[src/ccsr_pkg.sv]
// Shared types and codes for the character canvas shape rasterizer.
`default_nettype none
package ccsr_pkg;

	typedef enum logic [1:0] {
		ACT_DRAW  = 2'd0,
		ACT_CLEAR = 2'd1,
		ACT_READ  = 2'd2,
		ACT_NONE  = 2'd3
	} action_t;

	typedef enum logic [1:0] {
		SHP_LINE   = 2'd0,
		SHP_RECT   = 2'd1,
		SHP_TRI    = 2'd2,
		SHP_CIRCLE = 2'd3
	} shape_t;

	localparam logic REG_BACKGROUND = 1'b0;
	localparam logic REG_ASPECT     = 1'b1;

	// One request as it sits in the queue between front and back.
	typedef struct packed {
		action_t    action;
		shape_t     shape_kind;
		logic [5:0] ax;
		logic [4:0] ay;
		logic [5:0] bx;
		logic [4:0] by;
		logic [5:0] cx;
		logic [4:0] cy;
		logic [4:0] radius;
		logic [7:0] ink_char;
	} cmd_t;

	typedef enum logic [3:0] {
		ST_IDLE,
		ST_LINE_SETUP,
		ST_LINE_RUN,
		ST_RECT_TOP,
		ST_RECT_SIDE,
		ST_CIRC_PLOT,
		ST_CIRC_STEP,
		ST_CLEAR,
		ST_READ,
		ST_READ_OUT,
		ST_CLEAR_INIT
	} bstate_t;

endpackage
`default_nettype wire

[src/ccsr_front.sv]
// Front end: accepts requests, drops unused action codes, holds a two-entry queue.
`default_nettype none
module ccsr_front (
	input  wire logic           clk,
	input  wire logic           arst_n,
	input  wire logic           in_valid,
	output logic                in_stall,
	input  wire ccsr_pkg::cmd_t in_cmd,
	output logic                q_valid,
	output ccsr_pkg::cmd_t      q_cmd,
	input  wire logic           q_take
);
	import ccsr_pkg::*;

	cmd_t       fifo_q [2];
	logic       wr_ptr_q, rd_ptr_q;
	logic [1:0] count_q;
	logic       push, pop;

	assign in_stall = (count_q == 2'd2);
	assign push = in_valid && !in_stall && (in_cmd.action != ACT_NONE);
	assign pop = q_take && q_valid;
	assign q_valid = (count_q != 2'd0);
	assign q_cmd = fifo_q[rd_ptr_q];

	always_ff @(posedge clk) begin
		if (push) fifo_q[wr_ptr_q] <= in_cmd;
	end

	always_ff @(posedge clk or negedge arst_n) begin
		if (!arst_n) begin
			wr_ptr_q <= 1'b0;
			rd_ptr_q <= 1'b0;
			count_q <= 2'd0;
		end else begin
			if (push) wr_ptr_q <= ~wr_ptr_q;
			if (pop) rd_ptr_q <= ~rd_ptr_q;
			count_q <= count_q + {1'b0, push} - {1'b0, pop};
		end
	end

`ifndef SYNTHESIS
	a_no_overflow: assert property (@(posedge clk) disable iff (!arst_n)
		count_q == 2'd2 |-> !push) else $error("queue overflow");
	a_no_underflow: assert property (@(posedge clk) disable iff (!arst_n)
		count_q == 2'd0 |-> !pop) else $error("queue underflow");
	a_count_step: assert property (@(posedge clk) disable iff (!arst_n)
		push && !pop |=> count_q == $past(count_q) + 2'd1) else $error("count slip");
`endif
endmodule
`default_nettype wire

[config.mk]
export PLATFORM = sky130hd
export DESIGN_NAME = ccsr_front
export DESIGN_NICKNAME = d
export VERILOG_FILES = /design/src/ccsr_pkg.sv /design/src/ccsr_front.sv
export SDC_FILE = /design/constraint.sdc
export NUM_CORES = 1
export LEC_CHECK = 0
export BUFFER_PORTS_ARGS = -buffer_cell sky130_fd_sc_hd__buf_2
export CAP_MARGIN = 10
export CORE_ASPECT_RATIO = 1.5
export CORE_MARGIN = 1
export CORE_UTILIZATION = 30
export CTS_CLUSTER_DIAMETER = 80
export DETAILED_ROUTE_END_ITERATION = 10
export PLACE_DENSITY_LB_ADDON = 0.08
export REMOVE_ABC_BUFFERS = 1
export SLEW_MARGIN = 10
export SYNTH_ARGS = -nofsm -noshare
export SYNTH_HDL_FRONTEND = slang
export SYNTH_SLANG_ARGS = --single-unit
[constraint.sdc]
create_clock -name clk -period 3.9 [get_ports clk]
set_clock_uncertainty 0.15 [all_clocks]
set_input_delay 0.585 -clock clk [delete_from_list [all_inputs] [get_ports clk]]
set_output_delay 0.585 -clock clk [all_outputs]
set_load 0.01 [all_outputs]
; Word-level counts from Yosys, hierarchy flattened
; Memory sizes are Yosys's and may differ from the RTL's.
; Index checks and enable logic that the tools add are counted.
[word_totals]
ff_bits = 4
latchBits = 0
ram_bits = 100
rom_bits = 0
input_bits = 54
out_inout_bits = 52
n_memories = 1
[mem_list]
columns = name, depth, word_bits, read_ports, rd_ports_with_merged_regs, write_ports, line_no
row1 = fifo_q, 2, 50, 1, 0, 1, ccsr_front.sv:15  ; cmd_t fifo_q [2];
[op_classes]
addsub = 2
n_mul = 0
div_mod_pow = 0
magnitude_cmp = 0
n_eq_ne = 2
shift = 0
muxes = 2
n_bitwise = 2
reduce_logical = 5
[op_table]
columns = cell, n
row1 = 1-bit logical AND, 3
row2 = 2-bit by 1-bit adder with 2-bit output, 1
row3 = "2-bit == test, second input constant", 1
row4 = 1-bit two-way mux, 2
row5 = "2-bit != test, second input constant", 1
row6 = 1-bit inverter, 2
row7 = 2-bit nonzero test, 1
row8 = 2-bit by 1-bit subtractor with 2-bit output, 1
row9 = 1-bit logical NOT, 1

; Depth between registers and ports, before layout
[logic_depth]
ltp_word = 6
mapped_depth = 7

; Least setup slack after synthesis
; Ideal clock, no wire load.
[synth_timing]
kind = input port to flip-flop
start = input in_cmd[48] (netlist bit)
end = memory fifo_q[0][0] (netlist bit) (enable)
setup_ps = 458
t_arrival_ps = 2882
path_slack_ps = 410
stages = 3
path_cell_list = nand2_1 nand3b_4 nor2_1
[synth_via]
elab_chain_cells = 4
[synth_rtl]
columns = item, line_no
row1 = from (decl), ccsr_front.sv:8  ; input wire ccsr_pkg::cmd_t in_cmd,
row2 = 2-bit != test, ccsr_front.sv:21  ; assign push = in_valid && !in_stall && (in_cmd.action != ACT_NONE);
row3 = 1-bit logical AND, ccsr_front.sv:21
row4 = 1-bit two-way mux, ccsr_front.sv:27  ; if (push) fifo_q[wr_ptr_q] <= in_cmd;
row5 = 1-bit two-way mux (not written as such), ccsr_front.sv:27
row6 = to (decl), ccsr_front.sv:15
; Every way passes these cells.

==> flow_summary.ini <==
[synth]
synth_top_cell_area_share = 0.735
syn-cell-area_mm2 = 0.00409
ys_top_cells_by_area = edfxtp_1 73%, mux2_4 18%, buf_12 2.4%
synthCells = 175
synth-seq-cells = 104
synthAdderAreaFrac = 0.00612
yosysTopAreaCell = edfxtp_1
ys.flop_type = edfxtp_1
synth_compound_area_frac = 0
synthTopCellsByCount = 100 x edfxtp_1, 49 x mux2_4, 5 x buf_12, 4 x dfrtp_1, 3 x xnor2_1
yosys_warnings = 0
synth.distinct_cells = 16
synth_edf_count = 100
synth_xor_area_frac = 0.00857
yosysSeqAreaShare = 0.759
synth_most_common_cell = edfxtp_1
synth_top_family_by_area = multiplexers
synthMuxAreaShare = 0.183
syn_avg_cell_area_um2 = 23.4
synth-simple-area-share = 0.0141
synth-async-reset-ratio = 0.0385

[cts]
insertion_delay_ns = 0.33
cts_resized = 0
cts_tree = yes
clockBufferDepth = 2
cts_sinks = 104
clkTransAtPathRegs_ns = 0.07
root_buffer = clkbuf_16
htree_levels = 3
cts_buffers = 9

[placement]
port_buffers = 105
place.gp.congestion = 0.602

[timing]
rsz0062_at_grt = false
tightest_slew_ns = 1.02
fmax_mhz = 364
hold_violations = 0
final_max_slew_viol_count = 0
maxSlewHeadroom = 0.317
finalSetupViolCount = 0
finalSetupTns_ns = 0
finalCritPeriodShare = 0.705
fin_crit_ns = 2.75

[power_and_ir_drop]
leakage_nw = 2.00
vdd_ir_drop_max_mv = 0.470
fin_total_pwr_mw = 3.49
power.density_mw_per_mm2 = 696

[worst_setup_path]
path_max_fanout = 51
end_kind = primary output
cp.arrival_ns = 2.01
worstSetupPathType = reg2out
startpoint = rd_ptr_q
rr_startpoint = count_q[1]
critPathRequiredTime_ns = 3.16
critPathLaunchType = flop

[finish]
synthToLayoutAreaGrowth_pct = 22.8
drive_gt1_frac = 0.607
n_antenna_cell = 0
nets = 346

[routing]
drt-total-wl_um = 7230
vias = 1946
wl_per_cell_um = 15.9
viasPerCell = 4.29
drc = 0
drt_iter0_drc = 62
dr.pass1.iters = 4
postRouteAntennaNets = 0

[grt]
grt_overflow = 0
grt_max_degree = 52
track_usage = 0.105
grt_pass1_wl_um = 11100
antenna_found_initial = 0
grt_pass1_vias = 2071

[job]
maxCapViolations = 0

[floorplanning]
dieHeight_um = 145
die_x_um = 97.3
start_util = 0.311
row_count = 51
die_area_mm2 = 0.0141
core_mm2 = 0.0131
ios = 106

[min_path]
hold_path.class = in2reg
hp-start = in_cmd[5]

[outcome]
status = completed
## kinds of logic (layout without fill, tap and decap cells)
| group | Yosys count | after routing |
|---|---|---|
| DFF | 104 | 104 |
| muxes | 50 | 50 |
| buffers and inverters | 8 | 128 |
| and+or+nand+nor | 7 | 7 |
| xor gates and xnor gates | 4 | 4 |
| adders and majority gates | 2 | 2 |
## worst paths after layout
path	endpoint	slack (ns)	cells past startpoint
worst max-delay path	q_cmd[49]	1.15	2
min in group asynchronous	count_q[0]	0.44	2
worst min register to register	count_q[1]	0.36	1
worst max register to register	count_q[1]	2.06	7
max in group asynchronous	rd_ptr_q	3.01	2
worst min-delay path	fifo_q[1][5]	0.28	1
## critical path, cell delays in order (launching register included)
cell     delay, ns
dfrtp_4       1.10
mux2_2        0.41
buf_2         0.14
## layout by cell type (no fill, tap or decap), drive strengths merged
cell type	n
and2	1
edfxtp	100
clkinvlp	1
ha	2
dfrtp	4
nor2	2
dlygate4sd3	1
mux2	50
clkbuf	12
clkinv	3
nand3b	1
buf	109
nor2b	1
or2	1
xor2	1
nand2	1
xnor2	3
inv	2
## repair_timing
action                                  4_1_cts  5_1_grt
hold buffers                                  1        0
endpoints found under the hold margin         4        0
buffers inserted                              0        0
endpoints found under the setup margin        0        0
## per-stage QoR
| step | setup slack [ns] | area, um^2 | cells | util | hold WS, ns |
|---|---|---|---|---|---|
| floorplan | 0.410 | 3980 | 169 | - | 0.139 |
| global placement | 1.47 | 4750 | 437 | 0.361 | 0.259 |
| detailed placement | 1.48 | 4750 | 437 | 0.361 | 0.260 |
| CTS | 1.10 | 5020 | 454 | 0.382 | 0.266 |
| global route | 1.06 | 5020 | 454 | 0.382 | 0.263 |
| finish | 1.15 | 5020 | 454 | 0.382 | 0.282 |
## final cells by class
class	count	area, um^2
fillers	1251	8130
clock buffers	12	236
well taps	159	199
clock inverters	4	22.5
flip-flops and latches	104	3110
multi-input cells	63	880
inverters	2	7.51
repair buffers	110	566
## report_power, final
group | internal (mW) | leakage [nW] | switching, mW
registers | 1.47 | 0.967 | 0.209
clock network | 0.430 | 0.126 | 0.363
logic | 0.604 | 0.912 | 0.420
total | 2.50 | 2.00 | 0.992
## sequential cells by signal, indices dropped and copies added (netlist names)
register  flops
count_q       2
fifo_q      100
rd_ptr_q      1
wr_ptr_q      1
## layer usage
metal | up-vias | share of wire | global-route usage
li1 | 908 | - | -
met1 | 967 | 0.39 | 0.115
met2 | 61 | 0.53 | 0.179
met3 | 10 | 0.064 | 0.0361
met4 | 0 | 0.019 | 0.0551
met5 | - | 0 | 0
Power figures use the tool's default switching activity.
